[src/rtl/bbgc_pkg.sv]
// Package with widths, register indexes, mode codes and gate bits of the gate control.
`timescale 1ns / 1ps

package bbgc_pkg;

    localparam int SAMPLE_WIDTH_DEF = 12;
    localparam int CFG_WIDTH        = 12;
    localparam int CFG_INDEX_WIDTH  = 2;
    localparam int GATE_WIDTH       = 4;
    localparam int MODE_WIDTH       = 3;

    typedef logic [CFG_INDEX_WIDTH-1:0] cfg_index_t;
    typedef logic [CFG_WIDTH-1:0]       cfg_word_t;
    typedef logic [GATE_WIDTH-1:0]      gate_t;
    typedef logic [MODE_WIDTH-1:0]      mode_t;

    localparam cfg_index_t REG_TARGET     = 2'd0;
    localparam cfg_index_t REG_OV_LIMIT   = 2'd1;
    localparam cfg_index_t REG_CUR_LIMIT  = 2'd2;
    localparam cfg_index_t REG_ENABLE     = 2'd3;

    localparam cfg_word_t  TARGET_RST     = 12'h000;
    localparam cfg_word_t  OV_LIMIT_RST   = 12'hFFF;
    localparam cfg_word_t  CUR_LIMIT_RST  = 12'hFFF;

    localparam mode_t MODE_ALLOFF    = 3'd0;
    localparam mode_t MODE_BUCKOFF   = 3'd1;
    localparam mode_t MODE_BUCKSOFT  = 3'd2;
    localparam mode_t MODE_BUCKON    = 3'd3;
    localparam mode_t MODE_BOOSTOFF  = 3'd4;
    localparam mode_t MODE_BOOSTSOFT = 3'd5;
    localparam mode_t MODE_BOOSTON   = 3'd6;
    localparam mode_t MODE_DISCHARGE = 3'd7;

    localparam gate_t GATE_NONE = 4'h0;
    localparam gate_t GATE_N1   = 4'h1;
    localparam gate_t GATE_P1   = 4'h2;
    localparam gate_t GATE_N2   = 4'h4;
    localparam gate_t GATE_P2   = 4'h8;
    localparam gate_t GATE_ALL  = 4'hF;

endpackage

[src/rtl/buck_boost_bang_bang_gate_control.sv]
// Top level of the bang-bang buck-boost gate control: mode pick and gate update.
//
//  channel   | handshake              | payload
//  ----------+------------------------+---------------------------------------
//  input     | in_valid / in_stall    | out_voltage, in_voltage, coil_current
//  output    | out_valid / out_stall  | gate_drive, conv_mode
//  config    | cfg_we                 | cfg_index, cfg_data
//
//  One transaction per cycle sustained while out_stall is low; from input
//  to result a sample passes the sample register, then the mode and gate
//  logic into the result register, which also holds the gate state.
//  Reset sets gates and mode to all off and config registers to defaults.
//  A stalled output holds the result; the sample register keeps taking
//  input while it is empty or the result register can advance.
`timescale 1ns / 1ps

module buck_boost_bang_bang_gate_control #(
    parameter int SAMPLE_WIDTH = bbgc_pkg::SAMPLE_WIDTH_DEF
) (
    input  logic                          clk,
    input  logic                          rst_n,
    input  logic                          in_valid,
    output logic                          in_stall,
    input  logic [SAMPLE_WIDTH-1:0]       out_voltage,
    input  logic [SAMPLE_WIDTH-1:0]       in_voltage,
    input  logic signed [SAMPLE_WIDTH:0]  coil_current,
    output logic                          out_valid,
    input  logic                          out_stall,
    output bbgc_pkg::gate_t               gate_drive,
    output bbgc_pkg::mode_t               conv_mode,
    input  logic                          cfg_we,
    input  bbgc_pkg::cfg_index_t          cfg_index,
    input  bbgc_pkg::cfg_word_t           cfg_data
);

    import bbgc_pkg::*;

    localparam int CMP_W = ((SAMPLE_WIDTH > CFG_WIDTH) ? SAMPLE_WIDTH : CFG_WIDTH) + 2;

    cfg_word_t                   target_reg;
    cfg_word_t                   ov_limit_reg;
    cfg_word_t                   cur_limit_reg;
    logic                        enable_reg;

    logic                        s1_valid_reg;
    logic [SAMPLE_WIDTH-1:0]     s1_vo_reg;
    logic [SAMPLE_WIDTH-1:0]     s1_vi_reg;
    logic signed [SAMPLE_WIDTH:0] s1_il_reg;

    logic                        out_valid_reg;
    gate_t                       gate_reg;
    mode_t                       mode_reg;
    gate_t                       gate_next;
    mode_t                       mode_next;

    logic                        adv_out;
    logic                        load_s1;
    logic                        load_out;

    logic signed [CMP_W-1:0]     vo_x;
    logic signed [CMP_W-1:0]     vi_x;
    logic signed [CMP_W-1:0]     il_x;
    logic signed [CMP_W-1:0]     tgt_x;
    logic signed [CMP_W-1:0]     ovl_x;
    logic signed [CMP_W-1:0]     curl_x;

    // One half-bridge leg: clear a conflicting gate first, else turn on the wanted one.
    function automatic gate_t leg(input gate_t g, input gate_t want, input gate_t other);
        gate_t r;
        if (want == GATE_NONE)
            r = g & ~other;
        else if ((g & other) != GATE_NONE)
            r = g & ~other;
        else
            r = g | want;
        return r;
    endfunction

    function automatic gate_t gate_update(input gate_t g, input mode_t m);
        gate_t r;
        case (m)
            MODE_BUCKOFF:   r = leg(leg(g, GATE_N1, GATE_P1), GATE_P2, GATE_N2);
            MODE_BUCKSOFT:  r = leg(leg(g, GATE_NONE, GATE_N1 | GATE_P1), GATE_P2, GATE_N2);
            MODE_BUCKON,
            MODE_BOOSTOFF:  r = leg(leg(g, GATE_P1, GATE_N1), GATE_P2, GATE_N2);
            MODE_BOOSTSOFT: r = leg(leg(g, GATE_P1, GATE_N1), GATE_NONE, GATE_N2 | GATE_P2);
            MODE_BOOSTON:   r = leg(leg(g, GATE_P1, GATE_N1), GATE_N2, GATE_P2);
            MODE_DISCHARGE: r = leg(leg(g, GATE_N1, GATE_P1), GATE_N2, GATE_P2);
            default:        r = GATE_NONE;
        endcase
        return r & GATE_ALL;
    endfunction

    // Handshake: the sample register moves on whenever the result register can take it.
    assign adv_out  = !out_valid_reg || !out_stall;
    assign in_stall = s1_valid_reg && !adv_out;
    assign load_s1  = in_valid && !in_stall;
    assign load_out = s1_valid_reg && adv_out;

    always_ff @(posedge clk or negedge rst_n)
    begin
        if (!rst_n)
        begin
            target_reg    <= TARGET_RST;
            ov_limit_reg  <= OV_LIMIT_RST;
            cur_limit_reg <= CUR_LIMIT_RST;
            enable_reg    <= 1'b0;
        end
        else if (cfg_we)
        begin
            case (cfg_index)
                REG_TARGET:    target_reg    <= cfg_data;
                REG_OV_LIMIT:  ov_limit_reg  <= cfg_data;
                REG_CUR_LIMIT: cur_limit_reg <= cfg_data;
                REG_ENABLE:    enable_reg    <= cfg_data[0];
                default:       enable_reg    <= enable_reg;
            endcase
        end
    end

    always_ff @(posedge clk or negedge rst_n)
    begin
        if (!rst_n)
        begin
            s1_valid_reg <= 1'b0;
        end
        else if (adv_out || !s1_valid_reg)
        begin
            s1_valid_reg <= in_valid;
        end
    end

    always_ff @(posedge clk)
    begin
        if (load_s1)
        begin
            s1_vo_reg <= out_voltage;
            s1_vi_reg <= in_voltage;
            s1_il_reg <= coil_current;
        end
    end

    // Widen everything to one signed width so mixed comparisons stay exact.
    assign vo_x   = signed'(CMP_W'(s1_vo_reg));
    assign vi_x   = signed'(CMP_W'(s1_vi_reg));
    assign il_x   = CMP_W'(s1_il_reg);
    assign tgt_x  = signed'(CMP_W'(target_reg));
    assign ovl_x  = signed'(CMP_W'(ov_limit_reg));
    assign curl_x = signed'(CMP_W'(cur_limit_reg));

    always_comb
    begin
        if (!enable_reg || target_reg == TARGET_RST)
            mode_next = MODE_ALLOFF;
        else if (vo_x > ovl_x)
            mode_next = MODE_DISCHARGE;
        else if (il_x > curl_x)
            mode_next = (vo_x > vi_x) ? MODE_BOOSTOFF : MODE_BUCKOFF;
        else if (tgt_x > vi_x)
        begin
            if (vo_x <= tgt_x)
                mode_next = MODE_BOOSTON;
            else
                mode_next = (il_x <= 0) ? MODE_BOOSTSOFT : MODE_BOOSTOFF;
        end
        else if (vo_x <= tgt_x)
            mode_next = MODE_BUCKON;
        else
            mode_next = (il_x <= 0) ? MODE_BUCKSOFT : MODE_BUCKOFF;
    end

    assign gate_next = gate_update(gate_reg, mode_next);

    // The result register doubles as the gate and mode state.
    always_ff @(posedge clk or negedge rst_n)
    begin
        if (!rst_n)
        begin
            out_valid_reg <= 1'b0;
            gate_reg      <= GATE_NONE;
            mode_reg      <= MODE_ALLOFF;
        end
        else
        begin
            if (adv_out)
                out_valid_reg <= s1_valid_reg;
            if (load_out)
            begin
                gate_reg <= gate_next;
                mode_reg <= mode_next;
            end
        end
    end

    assign out_valid  = out_valid_reg;
    assign gate_drive = gate_reg;
    assign conv_mode  = mode_reg;

endmodule

[config.mk]
export PLATFORM = sky130hd
export DESIGN_NAME = buck_boost_bang_bang_gate_control
export DESIGN_NICKNAME = d
export VERILOG_FILES = /design/src/rtl/bbgc_pkg.sv /design/src/rtl/buck_boost_bang_bang_gate_control.sv
export SDC_FILE = /design/constraint.sdc
export NUM_CORES = 1
export LEC_CHECK = 0
export BUFFER_PORTS_ARGS = -buffer_cell sky130_fd_sc_hd__buf_2
export CORE_MARGIN = 8
export CORE_UTILIZATION = 55
export DETAILED_ROUTE_END_ITERATION = 10
export GPL_ROUTABILITY_DRIVEN = 1
export HOLD_SLACK_MARGIN = 0.02
export PLACE_DENSITY = 0.75
export SETUP_SLACK_MARGIN = 0.5
export SYNTH_ARGS = -nofsm -noshare
export SYNTH_HDL_FRONTEND = slang
export SYNTH_SLANG_ARGS = --single-unit
[constraint.sdc]
create_clock -name clk -period 4.3 [get_ports clk]
set_clock_uncertainty 0.1 [all_clocks]
set_input_delay 0.43 -clock clk [delete_from_list [all_inputs] [get_ports clk]]
set_output_delay 0.43 -clock clk [all_outputs]
set_load 0.01 [all_outputs]
# Word level (Yosys, flattened, before mapping)

Index checks and enable logic that the tools add are counted.

Order comparisons: 6
Eq/ne operators: 11
Multiplexer cells: 22
Reduce and logical (&&, ||, !) cells: 20

Operator list:

| kind                | number |
|---|---|
| $gt 12x12->1        | 3 |
| $mux 4              | 7 |
| $mux 3              | 8 |
| $pmux 4 s6          | 1 |
| $gt 13x13->1        | 1 |
| $le 13x1->1 const B | 1 |
| $eq 3x3->1 const B  | 4 |
| $le 12x12->1        | 1 |
| $logic_not 12->1    | 1 |
| $reduce_and 2->1    | 5 |
| $mux 2              | 4 |
| $eq 3x2->1 const B  | 2 |
| $logic_not 1->1     | 6 |
| $eq 2x2->1 const B  | 2 |
| $eq 3x1->1 const B  | 1 |
| $logic_and 1x1->1   | 3 |
| $logic_or 1x1->1    | 3 |
| $eq 2x1->1 const B  | 1 |
| $logic_not 2->1     | 1 |
| $mux 1              | 2 |
| $ne 2x2->1 const B  | 1 |
| $reduce_or 2->1     | 1 |

Register bits after elaboration: 83
Output and inout port bits: 9
Logic and storage cells: 71

# Logic depth before layout (Yosys ltp)

Gate-level depths: netlist (run 1).

Depth after elaboration: 12
Depth in mapped cells: 9
Gate-level depth less buffers: 9

# Worst setup path after synthesis (run 1)

No wires, ideal clock.

Path type: register to register
Start: register cur_limit_reg[3]
End: register gate_reg[1], in the netlist gate_drive[1]
Setup time: 0.121 ns
Data arrival time: 2.117 ns
Required time: 4.079 ns
Slack: 1.961 ns
Cell stages (with the launch flop): 10
Period minus slack after synthesis: 2.339 ns
Path through: dfstp_2 inv_1 ha_1 a21oi_2 a21boi_1 o21ba_1 o41a_1 nor2_1 a211oi_1 o22a_1

Cells in the longest elaborated chain, start to end: 7
Elaborated cells between the ends (all ways): 13

Ends and longest elaborated chain:

| item                                            | line                                     | source |
|---|---|---|
| start: declaration                              | buck_boost_bang_bang_gate_control.sv:42  | `cfg_word_t cur_limit_reg;` |
| start signal: assignment                        | buck_boost_bang_bang_gate_control.sv:114 | `REG_CUR_LIMIT: cur_limit_reg <= cfg_data;` |
| $gt 13x13->1 *                                  | buck_boost_bang_bang_gate_control.sv:157 | `else if (il_x > curl_x)` |
| $mux 3 *                                        | buck_boost_bang_bang_gate_control.sv:157 |  |
| $mux 3 *                                        | buck_boost_bang_bang_gate_control.sv:155 | `else if (vo_x > ovl_x)` |
| $mux 3 *                                        | buck_boost_bang_bang_gate_control.sv:153 | `if (!enable_reg \|\| target_reg == TARGET_RST)` |
| $eq 3x2->1 / $eq 3x3->1 (equally long branches) | buck_boost_bang_bang_gate_control.sv:81  | `case (m)` |
| $reduce_or 2->1                                 | buck_boost_bang_bang_gate_control.sv:81  |  |
| $pmux 4 s6 *                                    | buck_boost_bang_bang_gate_control.sv:81  |  |
| end signal: assignment                          | buck_boost_bang_bang_gate_control.sv:189 | `gate_reg <= gate_next;` |
| end: declaration                                | buck_boost_bang_bang_gate_control.sv:51  | `gate_t gate_reg;` |

Every way passes the cells marked *; elsewhere a longest branch is shown, timed or not.
A chain may end at the register's enable or synchronous reset.

# Worst setup path in the final report (run 1)

Start: register cur_limit_reg[3]
End: register gate_reg[0], in the netlist gate_drive[0]

Same word-level chain as after synthesis.

==> metrics.log, run 1 <==
[metrics] overflow left after global routing: 0
[metrics] RSZ-0062 raised after global routing: no
[metrics] via count of the first global-routing pass: 3456
[metrics] ranking of synthesized cells by area: edfxtp_1, ha_1, dfstp_2
[metrics] area post-placement: 0.00499 sq mm
[metrics] max incr delay on CP: 0.56 ns
[metrics] share of synthesized flip-flops with an asynchronous set or reset: 0.554
[metrics] biggest area consumer among synthesized cells: edfxtp_1
[metrics] final RePlAce weighted congestion: 0.901
[metrics] Seq cells post-synth: 83
[metrics] post-synthesis cell count: 393
[metrics] Synth cell types: 52
[metrics] post-layout min period: 2.69 ns
[metrics] clock tree from TritonCTS: built
[metrics] most used flip-flop cell after synthesis: edfxtp_1
[metrics] initial antenna violation count: 0
[metrics] number of port buffers: 64
[metrics] # DRC: 0
[metrics] cts repair resizes: 0
[metrics] pin count of the biggest net entering global routing: 47
[metrics] Worst Hold Class: in -> reg
[metrics] DR WL/cell: 17.5 um
[metrics] number of vias per cell: 5.74
[metrics] category of the critical setup timing path: reg -> reg
[metrics] Skew-Pair Late Insertion Delay: 0.35 ns
[metrics] vias post-DR: 3297
[metrics] horizontal die dimension: 107 um
[metrics] Total Routed Length: 10.0 mm
[metrics] critical-path cell list: inv_1 > ha_1 > a21oi_2 > a21boi_1 > o21ba_1 > o41ai_2 > o21bai_1 > a22oi_1 > o31ai_1
[metrics] Arr. time, crit path: 2.81 ns
[metrics] starting DRC count in detailed routing: 178
[metrics] global-route wire length before repair: 16.7 mm
[metrics] crit share post-route: 0.625
[metrics] remaining antenna violation count: 0
[metrics] DIE AREA: 0.0114 sq mm
[metrics] number of core rows: 33
[metrics] result of the run: finished, final reports clean
[metrics] number of enable flip-flop cells after synthesis: 37
[metrics] biggest fanout along the worst timing path: 4
[metrics] clock net sink count: 83
[metrics] instance count after placement with tap cells included: 558
[metrics] power density normalized to cell area: 416 mW/mm^2
[metrics] Initial Utilization: 0.559
[metrics] area of the core: 0.00813 sq mm
[metrics] total of max-cap violations: 0
[metrics] Slew headroom: 0.319
[metrics] root buffer selected by CTS: clkbuf_8
[metrics] number of antenna diodes: 0
[metrics] worst vdd ir: 0.000235 V
[metrics] clock buffer depth: 2
[metrics] Final HPWL DP: 7.85 mm
[metrics] first drt pass iteration count: 4
[metrics] number of hold-slack violations in the final timing report: 0
[metrics] clock-pin slew reported for the worst setup and hold paths after clock tree synthesis: 0.09 ns
[metrics] Critical-path top delay cell: o41ai_2
[metrics] critical path endpoint category: flip-flop
[metrics] hold buffers post-CTS: 0
[metrics] height of the die: 107 um
[metrics] achievable clock frequency: 372 MHz
[metrics] final non-filler cell total: 574
[metrics] Layout Cell Area excl Fill: 0.00517 sq mm
[metrics] Max H-tree Level: 3
[metrics] critical path required time: 4.43 ns
[metrics] area share of the largest cell type after synthesis: 0.244
[metrics] type of element launching the critical path: flip-flop
[metrics] count of pins on the block boundary: 65
[metrics] final core occ: 0.636
[metrics] Final setup viols: 0
[metrics] Yosys warning count: 0
[metrics] total clock buffers created by CTS: 9
[metrics] slew at the pin closest to its max-slew limit: 1.02 ns
[metrics] post-CTS setup-driven buffer insertion count: 0
[metrics] GRT Overall Usage: 0.183
[metrics] Pins Over Slew Limit: 0
[metrics] Area Overhead vs Synth: 13.7%
[metrics] Nets: 580
[metrics] Lkg Pwr: 2.35 nW
[metrics] proportion of layout cells with a drive suffix above 1: 0.303
[metrics] layout filler cell count: 660
[metrics] Mapped Area: 0.00455 sq mm
[metrics] Synthesized Nets: 509
[metrics] number of flip-flops in the largest register: 13
[metrics] average instance area after synthesis: 11.6 sq um
[metrics] sequential cell area fraction in the yosys report: 0.504
[metrics] Setup TNS: 0 ns
==> Yosys cell counts, types with 2 or more instances <==
library cell,n
a211oi_1,5
a21o_1,4
a21oi_1,18
a21oi_2,2
a31oi_1,4
buf_1,2
clkbuf_1,2
dfrtp_1,22
dfstp_2,24
edfxtp_1,37
ha_1,60
inv_1,50
mux2_2,25
nand2_1,26
nand2b_1,3
nand3_1,6
nand3b_1,2
nand4_1,14
nor2_1,14
nor2b_1,4
nor3_1,2
nor3b_1,2
nor4_1,6
o211ai_1,5
o21ai_0,16
o21ai_1,6
o21bai_1,3
o22a_1,2
o31ai_1,4
==> per-stage QoR <==
| stage | total power, mW | setup WS, ns | hold WS, ns |
|---|---|---|---|
| 2_1_floorplan | 1.44 | 1.96 | 0.0344 |
| 3_3_place_gp | 1.61 | 1.77 | 0.375 |
| 3_5_place_dp | 1.64 | 1.69 | 0.380 |
| 4_1_cts | 2.16 | 1.65 | 0.140 |
| 5_1_grt | 2.29 | 1.48 | 0.119 |
| 6_report | 2.15 | 1.61 | 0.150 |
==> per-layer routing <==
metal  routed length, um  global-route usage  part of all wire  vias to the layer above
met1                4510               0.233              0.45                     1603
met3                 633              0.0480             0.063                       14
met2                4720               0.297              0.47                       95
met4                 161              0.0613             0.016                        0
met5                   0                   0                 0                        -
li1                    -                   -                 -                     1585
==> placed cells by master, fill, tap and decap left out, drive strengths merged, types with 6 or more instances in the layout <==
cell,instances
o21ai,22
ha,60
nor2,14
inv,52
nand2,26
clkbuf,10
a21oi,20
nand4,14
dfstp,24
edfxtp,37
nor4,6
nand3,6
buf,65
mux2,25
dfrtp,22
==> worst paths after layout <==
kind	start	end	slack [ns]	cells after the start
max	cur_limit_reg[3]	gate_drive[0]	1.61	9
min	coil_current[11]	s1_il_reg[11]	0.15	1
max reg2reg	cur_limit_reg[3]	gate_drive[0]	1.61	9
min reg2reg	s1_valid_reg	gate_drive[2]	0.40	1
max in group asynchronous	rst_n	conv_mode[1]	3.31	1
min in group asynchronous	rst_n	target_reg[3]	0.16	1
==> cell type report <==
cell class | count | area [sq um] | share of cell area
flip-flops and latches | 83 | 2290 | 0.443
multi-input cells | 255 | 2050 | 0.396
repair buffers | 65 | 328 | 0.0633
inverters | 50 | 188 | 0.0363
clock buffers | 10 | 138 | 0.0266
well taps | 105 | 131 | 0.0254
clock inverters | 6 | 47.5 | 0.00919
==> critical path: cells and delay by family, from the launching register on <==
| family | cells | cell delay (ns) |
|---|---|---|
| buffers and inverters | 1 | 0.05 |
| adder cells (fa/ha/maj) | 1 | 0.33 |
| flip-flops | 1 | 0.54 |
| AO/OA/AOI/OAI | 7 | 1.55 |
==> cell families (layout without fill, tap and decap cells) <==
logic type / count (synthesis) / after routing / share of synthesized area
AO/OA/AOI/OAI: 86 / 86 / 0.128
XOR/XNOR: 1 / 1 / 0.00193
adder cells (fa/ha/maj): 60 / 60 / 0.165
buffers and inverters: 55 / 131 / 0.0470
flip-flops: 83 / 83 / 0.504
multiplexers: 25 / 25 / 0.0619
AND/OR/NAND/NOR: 83 / 83 / 0.0921
==> power by group <==
| group | switching [mW] | total (mW) | internal [mW] |
|---|---|---|---|
| Sequential | 0.0812 | 1.06 | 0.978 |
| Clock | 0.292 | 0.523 | 0.231 |
| Combinational | 0.315 | 0.572 | 0.257 |
| Total | 0.688 | 2.15 | 1.47 |
(Power assumes the default switching activity.)
==> inputs of run 2 (changes only) <==
CORE_UTILIZATION = 52   (was 55)
PLACE_DENSITY = 0.74   (was 0.75)
clock period = 2.2 ns   (was 4.3 ns; I/O delays follow)
==> metrics.log, run 2 (same netlist as run 1, synthesis figures left out) <==
[metrics] clock net sink count: 83 (unchanged)
[metrics] vias post-DR: 3628 (+10%)
[metrics] clock-pin slew reported for the worst setup and hold paths after clock tree synthesis: 0.09 ns (about the same)
[metrics] layout filler cell count: 605 (-8.3%)
[metrics] number of hold-slack violations in the final timing report: 0 (unchanged)
[metrics] DR WL/cell: 17.4 um (-0.54%)
[metrics] via count of the first global-routing pass: 3921 (+13%)
[metrics] total of max-cap violations: 0 (unchanged)
[metrics] failing checks: negative setup slack
[metrics] Sequential Area: 0.00229 sq mm (unchanged)
[metrics] number of flip-flops in the largest register: 13 (unchanged)
[metrics] proportion of layout cells with a drive suffix above 1: 0.378 (+0.0749)
[metrics] final non-filler cell total: 664 (+16%)
[metrics] number of antenna diodes: 0 (unchanged)
[metrics] final RePlAce weighted congestion: 0.879 (-2.5%)
[metrics] initial antenna violation count: 0 (unchanged)
[metrics] global routing met1 resource utilization: 0.247 (+0.0137)
[metrics] Pins Over Slew Limit: 0 (unchanged)
[metrics] Nets: 667 (+15%)
[metrics] area post-placement: 0.00535 sq mm (+7.1%)
[metrics] hold_ws: 0.0202 ns (-0.130 ns)
[metrics] Lkg Pwr: 2.76 nW (+18%)
[metrics] type of element launching the critical path: flip-flop
[metrics] GRT Max-Usage Layer: met2
[metrics] root buffer selected by CTS: clkbuf_8
[metrics] Total Routed Length: 11.5 mm (+15%)
[metrics] height of the die: 110 um (+2.4%)
[metrics] slack of the worst reg-to-reg path: -0.30 ns (-1.91 ns)
[metrics] number of core rows: 34 (+3.0%)
[metrics] horizontal die dimension: 110 um (+2.4%)
[metrics] Arr. time, crit path: 2.65 ns (-0.16 ns)
[metrics] slew at the pin closest to its max-slew limit: 0.719 ns (-0.304 ns)
[metrics] DIE AREA: 0.0120 sq mm (+4.9%)
[metrics] Max H-tree Level: 3 (unchanged)
[metrics] RSZ-0062 raised after global routing: yes
[metrics] multi-input combinational cell area: 0.00221 sq mm (+7.9%)
[metrics] total clock buffers created by CTS: 9 (unchanged)
[metrics] power density normalized to cell area: 772 mW/mm^2 (+86%)
[metrics] Final setup viols: 7 (+7)
[metrics] crit share post-route: 1.14 (+0.511)
[metrics] post-layout min period: 2.50 ns (-0.187 ns)
[metrics] worst vdd ir: 0.000461 V (+96%)
[metrics] count of pins on the block boundary: 65 (unchanged)
[metrics] critical path required time: 2.35 ns (-2.08 ns)
[metrics] met3 GRT Util: 0.0481 (+0.0000752)
[metrics] starting DRC count in detailed routing: 175 (-1.7%)
[metrics] global-route wire length before repair: 18.8 mm (+13%)
[metrics] Layout Cell Area excl Fill: 0.00615 sq mm (+19%)
[metrics] achievable clock frequency: 400 MHz (+7.5%)
[metrics] remaining antenna violation count: 0 (unchanged)
[metrics] pin count of the biggest net entering global routing: 38 (-19%)
[metrics] most used cells in the layout excluding fill and tap cells: buf_2, ha_1, inv_1, buf_4, dlygate4sd3_1
[metrics] instance count after placement with tap cells included: 598 (+7.2%)
[metrics] category of the critical setup timing path: reg -> reg
[metrics] number of vias per cell: 5.46 (-4.9%)
[metrics] GRT Overall Usage: 0.202 (+0.0186)
[metrics] Area Overhead vs Synth: 35.1%
[metrics] Slew headroom: 0.519 (+0.201)
[metrics] clock buffer depth: 2 (unchanged)
[metrics] # DRC: 0 (unchanged)
[metrics] Initial Utilization: 0.530 (-0.0299)
[metrics] clock tree from TritonCTS: built
[metrics] critical path endpoint category: flip-flop
[metrics] Final HPWL DP: 8.14 mm (+3.6%)
[metrics] Skew-Pair Late Insertion Delay: 0.35 ns (about the same)
[metrics] biggest fanout along the worst timing path: 5 (+1)
[metrics] number of port buffers: 64 (unchanged)
[metrics] final worst setup slack: -0.300 ns (-1.91 ns)
[metrics] Worst Hold Class: in -> reg
[metrics] first drt pass iteration count: 4 (unchanged)
[metrics] overflow left after global routing: 0 (unchanged)
[metrics] Global Route met2 Usage: 0.341 (+0.0445)
[metrics] result of the run: finished with violations
[metrics] area of the core: 0.00859 sq mm (+5.6%)
[metrics] Power, Total: 4.75 mW (+120%)
[metrics] commonest non-fill, non-tap cell in the layout: buf_2
[run 2: cell count changes in the layout (fill, tap and decap cells not counted), moves of 2 or more]
cell,before,now
buf_4,1,44
dlygate4sd3_1,0,42
ha_1,60,53
ha_4,0,7
inv_1,50,45
inv_2,0,5
a21oi_1,18,14
a21oi_2,2,6
bufinv_16,0,2
[run 2: what timing repair did]
action / in CTS / in global routing
gates resized for setup: 16 / 3
pin swaps: 18 / 8
endpoints found under the hold margin: 51 / 0
hold buffers: 42 / 0
setup endpoints to repair: 7 / 7
buffers inserted: 6 / 2
[run 2: area by class of cell]
cell class | instances | area share
flip-flops and latches | 83 | 0.373
multi-input cells | 255 | 0.360
repair buffers | 152 | 0.179
inverters | 50 | 0.0305
well taps | 108 | 0.0220
clock buffers | 10 | 0.0208
clock inverters | 6 | 0.0145
[run 2: worst paths after layout]
check	to	from	cells after the start
min in group asynchronous	s1_valid_reg	rst_n	2
hold reg to reg	conv_mode[1]	conv_mode[1]	2
setup reg to reg	gate_drive[0]	cur_limit_reg[3]	9
setup / recovery	gate_drive[0]	cur_limit_reg[3]	9
max in group asynchronous	ov_limit_reg[0]	rst_n	3
hold / removal	out_valid	out_stall	3
[run 2: layer usage]
metal | share of wire | wire length, um | vias to the layer above
met5 | 0 | 0 | -
met3 | 0.050 | 581 | 26
met2 | 0.50 | 5710 | 96
met4 | 0.021 | 238 | 0
li1 | - | - | 1758
met1 | 0.43 | 5000 | 1748
[run 2: where the power goes]
part	leakage, nW	total [mW]	switching [mW]	internal (mW)
sequential	0.876	2.06	0.147	1.91
combinational	1.78	1.49	0.744	0.743
clock	0.105	1.20	0.559	0.642
total	2.76	4.75	1.45	3.30
[run 2: worst max-delay path, cell delays in order, from the launching register on]
cell and delay (ns):
dfstp_2 0.55, inv_2 0.05, ha_4 0.22, a21oi_2 0.13, a21boi_1 0.09, o21ba_2 0.23, o41a_1 0.51, nor2_1 0.15
a22oi_1 0.11, o31ai_1 0.26
[run 2: per-stage QoR]
step	setup TNS (ns)	utilization	setup WS [ns]
2_1_floorplan	-0.351	-	-0.107
3_5_place_dp	-1.65	0.622	-0.298
3_3_place_gp	-1.24	0.622	-0.237
5_1_grt	-2.30	0.715	-0.370
6_report	-1.66	0.715	-0.300
4_1_cts	-1.25	0.712	-0.228
==> inputs of run 3 (changes only) <==
CTS_BUF_LIST = sky130_fd_sc_hd__clkbuf_8 sky130_fd_sc_hd__clkbuf_16   (was not set)
==> metrics.log, run 3 (same netlist as run 1, synthesis figures left out) <==
[metrics] failing checks: negative setup slack
[metrics] Final HPWL DP: 8.14 mm (unchanged)
[metrics] number of stages on the worst setup path: 9 (unchanged)
[metrics] clock buffer depth: 2 (unchanged)
[metrics] clock net sink count: 83 (unchanged)
[metrics] final RePlAce weighted congestion: 0.879 (unchanged)
[metrics] number of port buffers: 64 (unchanged)
[metrics] height of the die: 110 um (unchanged)
[metrics] final core occ: 0.715 (unchanged)
[metrics] root buffer selected by CTS: clkbuf_8
[metrics] post-layout min period: 2.49 ns (-0.00593 ns)
[metrics] buffers plus inverters on the worst setup path: 1 (unchanged)
[metrics] Setup TNS: -1.66 ns (+0.00138 ns)
[metrics] vias post-DR: 3626 (-0.055%)
[metrics] Seq pwr share: 0.434 (about the same)
[metrics] overflow left after global routing: 0 (unchanged)
[metrics] result of the run: finished with violations
[metrics] number of core rows: 34 (unchanged)
[metrics] critical path endpoint category: flip-flop
[metrics] Clk network pwr share: 0.253 (about the same)
[metrics] total clock buffers created by CTS: 9 (unchanged)
[metrics] layout filler cell count: 605 (unchanged)
[metrics] hold_ws: 0.0219 ns (+0.00172 ns)
[metrics] cell-internal power: 3.29 mW (-0.11%)
[metrics] critical-path cell list: inv_2 > ha_4 > a21oi_2 > a21boi_1 > o21ba_2 > o41a_1 > nor2_1 > a22oi_1 > o31ai_1
[metrics] number of flip-flops in the largest register: 13 (unchanged)
[metrics] Arr. time, crit path: 2.65 ns (about the same)
[metrics] part of the total power dissipated in combinational logic: 0.314 (about the same)
[metrics] achievable clock frequency: 401 MHz (+0.24%)
[metrics] horizontal die dimension: 110 um (unchanged)
[metrics] starting DRC count in detailed routing: 172 (-1.7%)
[metrics] total of max-cap violations: 0 (unchanged)
[metrics] Cells on Worst Hold Path: 3 (unchanged)
[metrics] Slew headroom: 0.523 (+0.00384)
[metrics] Max H-tree Level: 3 (unchanged)
[metrics] count of pins on the block boundary: 65 (unchanged)
[metrics] initial antenna violation count: 0 (unchanged)
[metrics] final worst setup slack: -0.294 ns (+0.00593 ns)
[metrics] Skew-Pair Late Insertion Delay: 0.36 ns (about the same)
[metrics] clock-pin slew reported for the worst setup and hold paths after clock tree synthesis: 0.08 ns (about the same)
[metrics] Initial Utilization: 0.530 (unchanged)
[metrics] most used cells in the layout excluding fill and tap cells: buf_2, ha_1, inv_1, buf_4, dlygate4sd3_1
[metrics] biggest fanout along the worst timing path: 5 (unchanged)
[metrics] Critical-path top delay cell: dfstp_2
[metrics] number of hold-slack violations in the final timing report: 0 (unchanged)
[metrics] switching pwr: 1.45 mW (+0.20%)
[metrics] area of the core: 0.00859 sq mm (unchanged)
[metrics] DIE AREA: 0.0120 sq mm (unchanged)
[metrics] Total Routed Length: 11.6 mm (+0.36%)
[metrics] number of vias per cell: 5.46 (about the same)
[metrics] Pins Over Slew Limit: 0 (unchanged)
[metrics] global-route wire length before repair: 18.8 mm (unchanged)
[metrics] crit share post-route: 1.13 (-0.00269)
[metrics] Nets: 667 (unchanged)
[metrics] worst vdd ir: 0.000467 V (+1.4%)
[metrics] DR WL/cell: 17.4 um (+0.36%)
[metrics] Lkg Pwr: 2.76 nW (+0.15%)
[metrics] worst setup slack before clock tree synthesis: -0.298 ns (unchanged)
[metrics] via count of the first global-routing pass: 3921 (unchanged)
[metrics] commonest non-fill, non-tap cell in the layout: buf_2
[metrics] GRT Overall Usage: 0.202 (unchanged)
[metrics] Worst Hold Class: in -> reg
[metrics] max incr delay on CP: 0.55 ns (about the same)
[metrics] RSZ-0062 raised after global routing: yes
[metrics] proportion of layout cells with a drive suffix above 1: 0.378 (unchanged)
[metrics] Area Overhead vs Synth: 35.1% (unchanged)
[metrics] clock tree from TritonCTS: built
[metrics] number of antenna diodes: 0 (unchanged)
[metrics] type of element launching the critical path: flip-flop
[metrics] largest delay contributor family on the critical path: compound AO/OA/AOI/OAI gates
[metrics] remaining antenna violation count: 0 (unchanged)
[metrics] switching share of power: 0.306 (+0.000675)
[metrics] slew at the pin closest to its max-slew limit: 0.713 ns (-0.00574 ns)
[metrics] critical path required time: 2.35 ns (about the same)
[metrics] # DRC: 0 (unchanged)
[metrics] Final setup viols: 7 (unchanged)
[metrics] category of the critical setup timing path: reg -> reg
[metrics] first drt pass iteration count: 5 (+1)
[metrics] FF-to-FF path depth: 9 (unchanged)
[metrics] power density normalized to cell area: 772 mW/mm^2 (about the same)
[metrics] pin count of the biggest net entering global routing: 38 (unchanged)
-- run 3: changes by cell type in the layout (fill, tap and decap cells not counted), sizes merged --
cell    delta
clkbuf     -1
inv        +1
-- run 3: what timing repair did --
item | in CTS | in global routing
pin swaps | 18 | 8
buffers inserted | 6 | 2
cloned | 0 | 0
setup endpoints to repair | 7 | 7
hold buffers | 42 | 0
hold endpoints to repair | 51 | 0
resized for setup | 16 | 3
-- run 3: tightest hold or removal path: cells and delay by family --
family | cells | cell delay [ns]
simple gates | 2 | 0.14
buf+inv | 1 | 0.09
-- run 3: final cells by class --
class / instances / area [sq um] / share of cell area
inverter: 50 / 188 / 0.0305
clock inverter: 7 / 92.6 / 0.0151
sequential: 83 / 2290 / 0.373
timing repair buffer: 152 / 1100 / 0.179
clock buffer: 9 / 124 / 0.0202
multi-input combinational: 255 / 2210 / 0.360
tap: 108 / 135 / 0.0220
-- run 3: final timing paths --
path                                        from              end  slack (ns)
worst max-delay path            cur_limit_reg[3]    gate_drive[0]       -0.29
worst min-delay path                   out_stall        out_valid        0.02
worst max register to register  cur_limit_reg[3]    gate_drive[0]       -0.29
worst min register to register      conv_mode[1]     conv_mode[1]        0.40
max in group asynchronous                  rst_n  ov_limit_reg[0]        1.10
min in group asynchronous                  rst_n     s1_valid_reg        0.29
-- run 3: through the flow --
| stage | instance area [sq um] | power (mW) | cells |
|---|---|---|---|
| detailed placement | 5350 | 3.37 | 598 |
| CTS | 6120 | 4.70 | 662 |
| global route | 6150 | 5.01 | 664 |
| floorplan | 4610 | 2.86 | 393 |
| global placement | 5350 | 3.30 | 598 |
| finish | 6150 | 4.75 | 664 |
-- run 3: power by group through the flow --
stage          registers, mW  logic, mW  clock network, mW
6_report                2.06       1.49               1.20
5_1_grt                 2.09       1.63               1.29
4_1_cts                 2.06       1.43               1.22
3_5_place_dp            2.08       1.29                  0
3_3_place_gp            2.07       1.23                  0
2_1_floorplan           2.07      0.786                  0
-- run 3: per-layer routing --
metal,up-vias,routed length (um),GRT usage
met2,104,5690,0.341
met1,1736,5010,0.247
li1,1758,-,-
met4,0,239,0.0704
met5,-,0,0
met3,28,635,0.0481
